$ cat src/rtl/core/dgsp_pkg.sv
// Package for the dense graph shortest path core: sizes, command codes,
// state encoding and the per-cell control struct. No dependencies.
package dgsp_pkg;
    localparam int MaxNodes   = 16;
    localparam int WeightBits = 16;
    localparam int IdxBits    = 4;
    localparam int DistBits   = 20;
    localparam int CountBits  = 5;
    localparam logic [DistBits-1:0] Unreach = 20'hFFFFF;
    localparam logic [DistBits-1:0] UnreachM1 = 20'hFFFFE;

    typedef enum logic [1:0] {
        CMD_CLEAR = 2'd0,
        CMD_WRITE = 2'd1,
        CMD_RUN   = 2'd2,
        CMD_NOP   = 2'd3
    } cmd_t;

    typedef enum logic [2:0] {
        ST_IDLE,
        ST_INIT,
        ST_SELECT,
        ST_RELAX,
        ST_EMIT,
        ST_BAD
    } state_t;

    // Control broadcast to every cell.
    typedef struct packed {
        logic                 init;     // load distances for a new run
        logic [IdxBits-1:0]   src;      // source vertex of the run
        logic                 relax;    // apply relaxation from u
        logic [IdxBits-1:0]   u;        // vertex being settled
        logic [DistBits-1:0]  du;       // its distance
        logic                 shift;    // shift distances toward output
    } cell_ctl_t;
endpackage

$ cat src/rtl/core/dgsp_cell.sv
// One vertex cell: holds the vertex distance and visited flag, relaxes
// against the settled vertex and passes its distance down the chain.
// Depends on dgsp_pkg.
module dgsp_cell (
    input  logic                          aclk,
    input  logic                          aresetn,
    input  logic [dgsp_pkg::IdxBits-1:0]  my_idx,
    input  logic                          in_use,
    input  dgsp_pkg::cell_ctl_t           ctl,
    input  logic [dgsp_pkg::WeightBits-1:0] w_uv,
    input  logic [dgsp_pkg::DistBits-1:0] shift_in,
    output logic [dgsp_pkg::DistBits-1:0] dist_out,
    output logic                          visited
);
    import dgsp_pkg::*;

    logic [DistBits-1:0] dist_reg, dist_next;
    logic                vis_reg, vis_next;
    logic [DistBits:0]   sum;
    logic [DistBits-1:0] cand;

    assign sum  = {1'b0, ctl.du} + {{(DistBits+1-WeightBits){1'b0}}, w_uv};
    assign cand = (sum >= {1'b0, Unreach}) ? UnreachM1 : sum[DistBits-1:0];

    // Relax, init or shift
    always_comb begin
        dist_next = dist_reg;
        vis_next  = vis_reg;
        if (ctl.init) begin
            dist_next = (my_idx == ctl.src) ? '0 : Unreach;
            vis_next  = ~in_use;
        end else if (ctl.relax) begin
            if (my_idx == ctl.u) begin
                vis_next = 1'b1;
            end else if (!vis_reg && w_uv != '0 && ctl.du != Unreach
                         && dist_reg > cand) begin
                dist_next = cand;
            end
        end else if (ctl.shift) begin
            dist_next = shift_in;
        end
    end

    always_ff @(posedge aclk) begin
        if (!aresetn) begin
            vis_reg <= 1'b1;
        end else begin
            vis_reg <= vis_next;
        end
        dist_reg <= dist_next;
    end

    assign dist_out = dist_reg;
    assign visited  = vis_reg;
endmodule

$ cat config.mk
export PLATFORM = sky130hd
export DESIGN_NAME = dgsp_cell
export DESIGN_NICKNAME = d
export VERILOG_FILES = /design/src/rtl/core/dgsp_pkg.sv /design/src/rtl/core/dgsp_cell.sv
export SDC_FILE = /design/constraint.sdc
export NUM_CORES = 1
export LEC_CHECK = 0
export BUFFER_PORTS_ARGS = -buffer_cell sky130_fd_sc_hd__buf_2
export CAP_MARGIN = 25
export CORE_AREA = 2 2 109 111
export DETAILED_ROUTE_END_ITERATION = 8
export DIE_AREA = 0 0 111 113
export HOLD_SLACK_MARGIN = 0.05
export PLACE_DENSITY = 0.49
export SYNTH_ARGS = -nofsm -noshare
export SYNTH_HDL_FRONTEND = slang
export SYNTH_SLANG_ARGS = --single-unit
$ cat constraint.sdc
create_clock -name aclk -period 6.18 [get_ports aclk]
set_input_delay 1.545 -clock aclk [delete_from_list [all_inputs] [get_ports aclk]]
set_output_delay 1.545 -clock aclk [all_outputs]
set_load 0.01 [all_outputs]
==> results.md, run 1 <==
- Status: finished clean
- Top-area cell type share of the netlist area: 20.9%
- Max cap viols: 0
- Worst EP required: 6.19 ns
- Leak: 1.65 nW
- First-pass iteration count of the detailed router: 4
- Crit path DAT: 5.91 ns
- HPWL Detailed: 7.80 mm
- Share of layout cells above drive strength 1: 31.4%
- Worst hold path class: reg -> reg
- Hold-fix buffers at CTS: 0
- Commonest cells post-synth: nor2_1, ha_1, nand2_1
- Die Wd: 111 um
- Clk Latency, worst-skew pair: 0.26 ns
- RSZ-0062 raised after global routing: no
- Most frequent cell after synthesis: nor2_1
- Nets: 558
- Clock sink count: 21
- Die Y: 113 um
- IO Pins: 95
- VDD IR max: 88.8 uV
- Post-synth ARST share: 0%
- Die area: 12500 um^2
- Least-Margin Pin Slew: 0.454 ns
- Post-synthesis cell type count: 67
- CTS tree: yes
- Remaining antenna violation count: 0
- Worst Clk Skew: 0.00418 ns
- # setup viols final: 0
- First-pass GRT wire length: 14.8 mm
- Detailed Route WL: 9.18 mm
- Initial Util: 25.5%
- Vias post-DR: 2968
- Pwr per Cell Area: 180 nW/um^2
- Synth Register Bits: 21
- All-Layer GR Usage: 14.2%
- CTS clk-pin slew, worst paths: 0.06 ns
- Largest net degree at the start of global routing: 25
- Syn Inst Count: 343
- Setup tns final: 0 ns
- Antenna diodes: 0
- Top cells by area, synth: edfxtp_1, ha_1, nor2_1
- Syn Nets: 454
- Vias in the first global route: 2981
- IO buf count: 94
- Final Cycle Share: 95.5%
- GP Congestion: 0.828
- R2R Setup Slk: 3.55 ns
- Cts bufs inserted: 3
- Yosys warning count: 0
- Tot Pwr: 0.666 mW
- Kind of critical path: in -> reg
- Initial antenna violation count: 0
- Relative slew margins: 69.4%
- CP Capture Type: flop
- Ys flop type: edfxtp_1
- Post-Syn Area: 2880 um^2
- Post-route minimum period: 5.90 ns
- EDFF count, synth: 20
- Remaining DRCs: 0
- Clk buf depth: 2
- Mean post-synth cell area: 8.39 um^2
- H-tree depth: 1
- Core Area: 11300 um^2
- Startpoint Class: input port
- Post-synth top area cell: edfxtp_1
- Max FO, Critical Path: 10
- Final Max Slew Viols: 0
- Area Growth Syn to Fin: 28.8%
- Hold Violations, Final: 0
- Fmax: 0.169 GHz
- Sequential share of the synthesized area: 21.6%
- DR WL/cell: 15.6 um
- Row cnt: 39
- Via density: 5.04
- Global route total overflow: 0
- Root Driver: clkbuf_16
- DR iter-0 viols: 128
==> cell type report <==
class	instances	area, um^2
fill	1210	7560
multi-input combinational	296	2160
timing repair buffer	115	628
sequential	21	621
tap	143	179
clock buffer	4	78.8
inverter	10	37.5
==> per-stage QoR <==
step	setup WS [ns]	area (um^2)	cells	hold WS, ns	util (%)
2_1_floorplan	0.0912	2880	343	0.622	-
3_3_place_gp	0.0391	3600	582	0.638	31.9
3_5_place_dp	-0.0647	3600	582	0.647	31.9
4_1_cts	0.192	3680	586	0.661	32.6
5_1_grt	0.00697	3710	589	0.687	32.9
6_report	0.280	3710	589	0.667	32.9
==> cells by family after synthesis <==
kind of cell	count (synthesis)	share of synthesized area [%]
multiplexers	3	1.04
adder cells (fa/ha/maj)	37	16.3
XOR/XNOR	18	5.74
flip-flops	21	21.6
AND/OR/NAND/NOR	138	24.8
buffers and inverters	26	3.87
AO/OA/AOI/OAI	100	26.6
==> where the power goes <==
group | internal [mW] | switching, mW | total (mW)
registers | 0.176 | 0.0103 | 0.186
logic | 0.153 | 0.187 | 0.340
clock network | 0.0880 | 0.0519 | 0.140
total | 0.417 | 0.249 | 0.666
==> flip-flops by register name (all words and copies together), names as in the netlist <==
register  flops
visited       1
dist_out     20
==> final timing paths <==
path,startpoint,endpoint,depth (start not counted)
setup reg to reg,dist_out[3]$_DFFE_PP_,dist_out[8]$_DFFE_PP_,8
hold reg to reg,visited$_SDFFE_PN1P_,visited$_SDFFE_PN1P_,2
hold / removal,visited$_SDFFE_PN1P_,visited$_SDFFE_PN1P_,2
setup / recovery,ctl[1],dist_out[8]$_DFFE_PP_,22
==> repair_timing <==
action                     CTS  global route
setup buffers                0             3
resized for setup            0             3
setup endpoints to repair    0            20
==> critical path, cell delays in order <==
cell and delay [ns]:
buf_2 0.11, ha_1 0.20, inv_1 0.07, fa_1 0.21, nor2b_2 0.07, o2111ai_1 0.30, a211oi_2 0.16, buf_4 0.16
or3_4 0.38, a21oi_2 0.18, a21boi_0 0.10, o211ai_1 0.24, a21oi_2 0.11, nor2b_1 0.15, ha_1 0.30, and3_1 0.20
a221o_1 0.34, a221oi_1 0.28, o21ai_0 0.13, a221o_1 0.33, a21o_1 0.16, buf_4 0.18
==> layout by cell type, fill, tap and decap left out, drive strengths merged, types with 4 or more instances in the layout <==
master    n
o21ai    13
buf     115
ha       36
a21o     14
nand2    32
a211o     5
o211ai    5
a21oi    23
nand4    15
nor4      7
xnor2     9
inv      10
nor2     39
clkbuf    4
xor2      9
and2      6
o21a      4
a221oi    8
o311ai    5
edfxtp   20
nor2b    14
nor3      5
==> metal layers <==
layer | vias to the layer above | wire [um] | GRT usage, %
met1 | 1361 | 4390 | 20.2
li1 | 1511 | - | -
met4 | 0 | 66 | 2.50
met2 | 91 | 4250 | 24.1
met5 | - | 0 | 0
met3 | 5 | 469 | 1.12
No activity file was read; power rests on OpenSTA's default activity.
==> run 2, diff against run 1 <==
--- a/config.mk
+++ b/config.mk
@@ -7,11 +7,11 @@
 export LEC_CHECK = 0
 export BUFFER_PORTS_ARGS = -buffer_cell sky130_fd_sc_hd__buf_2
 export CAP_MARGIN = 25
-export CORE_AREA = 2 2 109 111
+export CORE_AREA = 2 2 83 85
 export DETAILED_ROUTE_END_ITERATION = 8
-export DIE_AREA = 0 0 111 113
+export DIE_AREA = 0 0 85 87
 export HOLD_SLACK_MARGIN = 0.05
-export PLACE_DENSITY = 0.49
+export PLACE_DENSITY = 0.76
 export SYNTH_ARGS = -nofsm -noshare
 export SYNTH_HDL_FRONTEND = slang
 export SYNTH_SLANG_ARGS = --single-unit
==> run 2 against run 1 <==
Effect of this change:
- total power decreased by 8.3%
- register-to-register slack worse by 0.04 ns
- first-iteration DRC count rose by 1.6%
- largest power group unchanged
==> results.md, run 2 (synthesis gave the netlist of run 1 again) <==
- Kind of critical path: in -> reg
- Worst r2r src: dist_out[3]$_DFFE_PP_
- VDD IR max: 160 uV (+80%)
- CTS tree: yes
- Sequential fraction of design power: 30.6% (+2.7 points)
- R2R Setup Slk: 3.51 ns (-0.04 ns)
- Worst hold path class: reg -> reg
- Vias in the first global route: 2973 (-0.27%)
- First-pass iteration count of the detailed router: 4 (unchanged)
- GP Congestion: 0.919 (+11%)
- Die Wd: 85 um (-23%)
- Remaining DRCs: 0 (unchanged)
- Setup tns final: 0 ns (unchanged)
- Commonest non-fill, non-tap cell in the layout: buf_2
- Largest net degree at the start of global routing: 25 (unchanged)
- Leak: 1.61 nW (-2.6%)
- Initial antenna violation count: 0 (unchanged)
- DR WL/cell: 16.3 um (+4.9%)
- Clock Power Share: 15.1% (-5.9 points)
- Area Growth Syn to Fin: 23.4%
- Global route total overflow: 0 (unchanged)
- IO Pins: 95 (unchanged)
- Fmax: 0.168 GHz (-0.98%)
- Clock sink count: 21 (unchanged)
- # setup viols final: 0 (unchanged)
- Cts bufs inserted: 3 (unchanged)
- Clk buf depth: 2 (unchanged)
- Final Max Slew Viols: 0 (unchanged)
- Tot Pwr: 0.611 mW (-8.3%)
- Most frequent cells in the layout: buf_2, nor2_1, ha_1, nand2_1, a21oi_1
- Antenna diodes: 0 (unchanged)
- Worst EP required: 6.20 ns (about the same)
- Status: finished clean
- Post-route cell area: 3550 um^2 (-4.2%)
- Relative slew margins: 64.7% (-4.7 points)
- Place WS: -0.0672 ns (-0.00245 ns)
- Worst Clk Skew: 0.00705 ns (+0.00288 ns)
- Vias post-DR: 3076 (+3.6%)
- Hold path startpoint: visited$_SDFFE_PN1P_
- Crit path DAT: 5.98 ns (+0.07 ns)
- Initial Util: 43.8% (+18 points)
- Least-Margin Pin Slew: 0.524 ns (+0.0703 ns)
- H-tree depth: 1 (unchanged)
- RR Endpoint: dist_out[15]$_DFFE_PP_
- Largest register FFs: 20 (unchanged)
- Nets: 552 (-1.1%)
- HPWL Detailed: 7.13 mm (-8.6%)
- Die Y: 87 um (-23%)
- Net Sw Power: 0.243 mW (-2.4%)
- Internal Power: 0.368 mW (-12%)
- Min Hold Slack: 0.674 ns (+0.00656 ns)
- Pwr per Cell Area: 172 nW/um^2 (-4.3%)
- Post-route worst setup slack: 0.221 ns (-0.0586 ns)
- Detailed Route WL: 8.50 mm (-7.4%)
- RSZ-0062 raised after global routing: no
- Die area: 7400 um^2 (-41%)
- DR iter-0 viols: 130 (+1.6%)
- Share of layout cells above drive strength 1: 30.7% (-0.71 points)
- Hold Path Stages: 2 (unchanged)
- Core Area: 6570 um^2 (-42%)
- Hold-fix buffers at CTS: 0 (unchanged)
- R2r worst-path depth: 8 (unchanged)
- Clk Latency, worst-skew pair: 0.27 ns (about the same)
- Final Cycle Share: 96.4% (+0.95 points)
- Root Driver: clkbuf_8
- Row cnt: 30 (-23%)
- Hold Violations, Final: 0 (unchanged)
- CTS clk-pin slew, worst paths: 0.08 ns (+0.02 ns)
- Startpoint Class: input port
- Sw frac: 39.7% (+2.4 points)
- Post-route minimum period: 5.96 ns (+0.0586 ns)
- Combinational share of power: 54.4% (+3.4 points)
- Remaining antenna violation count: 0 (unchanged)
- DP Area: 3480 um^2 (-3.2%)
- Hold Path End: visited$_SDFFE_PN1P_
- First-pass GRT wire length: 13.8 mm (-6.5%)
- CP Capture Type: flop
- Max FO, Critical Path: 11 (+1)
- All-Layer GR Usage: 23.0% (+8.8 points)
- Max cap viols: 0 (unchanged)
- IO buf count: 94 (unchanged)
- Via density: 5.92 (+17%)
-- run 2: layout make-up --
cell class	instances	area, um^2
clock inverter	1	5.00
tap	80	100
timing repair buffer	109	583
clock buffer	3	41.3
multi-input combinational	296	2170
fill	595	3020
inverter	10	37.5
sequential	21	621
-- run 2: routing by layer --
layer | vias up | GRT usage (%) | share of wire [%]
li1 | 1501 | - | -
met1 | 1434 | 28.3 | 42
met2 | 124 | 40.6 | 50
met3 | 17 | 2.27 | 5.8
met4 | 0 | 10.5 | 2.7
met5 | - | 0 | 0
-- run 2: how the worst max path moves through the flow --
| stage | start | to | slack, ns | cells past startpoint |
|---|---|---|---|---|
| finish | ctl[5] | dist_out[15]$_DFFE_PP_ | 0.22 | 20 |
| global route | ctl[2] | dist_out[6]$_DFFE_PP_ | 0.02 | 23 |
| CTS | w_uv[0] | dist_out[15]$_DFFE_PP_ | 0.22 | 21 |
| detailed placement | w_uv[0] | dist_out[4]$_DFFE_PP_ | -0.07 | 21 |
| global placement | ctl[1] | dist_out[5]$_DFFE_PP_ | 0.09 | 21 |
| floorplan | ctl[1] | dist_out[0]$_DFFE_PP_ | 0.09 | 20 |
-- run 2: metrics by stage --
stage          instances  util (%)
2_1_floorplan        343         -
3_3_place_gp         514      53.0
3_5_place_dp         514      53.0
4_1_cts              518      53.7
5_1_grt              520      54.1
6_report             520      54.1
-- run 2: power by group through the flow --
stage	sequential [mW]	combinational, mW	clock [mW]
3_5_place_dp	0.190	0.325	0
6_report	0.187	0.332	0.0922
3_3_place_gp	0.189	0.314	0
5_1_grt	0.188	0.368	0.0954
4_1_cts	0.186	0.327	0.0921
2_1_floorplan	0.193	0.208	0
-- run 2: what timing repair did --
item | CTS | global route
setup endpoints to repair | 0 | 20
setup buffers | 0 | 2
gates resized for setup | 0 | 3
-- run 2: critical path, cell delays in order --
cell and delay (ns):
buf_2 0.11, ha_1 0.40, a21o_2 0.24, a21oi_1 0.27, a21boi_2 0.10, buf_4 0.14, or3b_1 0.37, nor4b_2 0.22
nand4_1 0.13, nor4_2 0.25, a21oi_2 0.11, buf_4 0.19, nor2b_1 0.14, ha_1 0.30, nand4_1 0.10, nor4_1 0.48
a311oi_1 0.22, a221o_1 0.32, a21o_1 0.16, buf_4 0.18
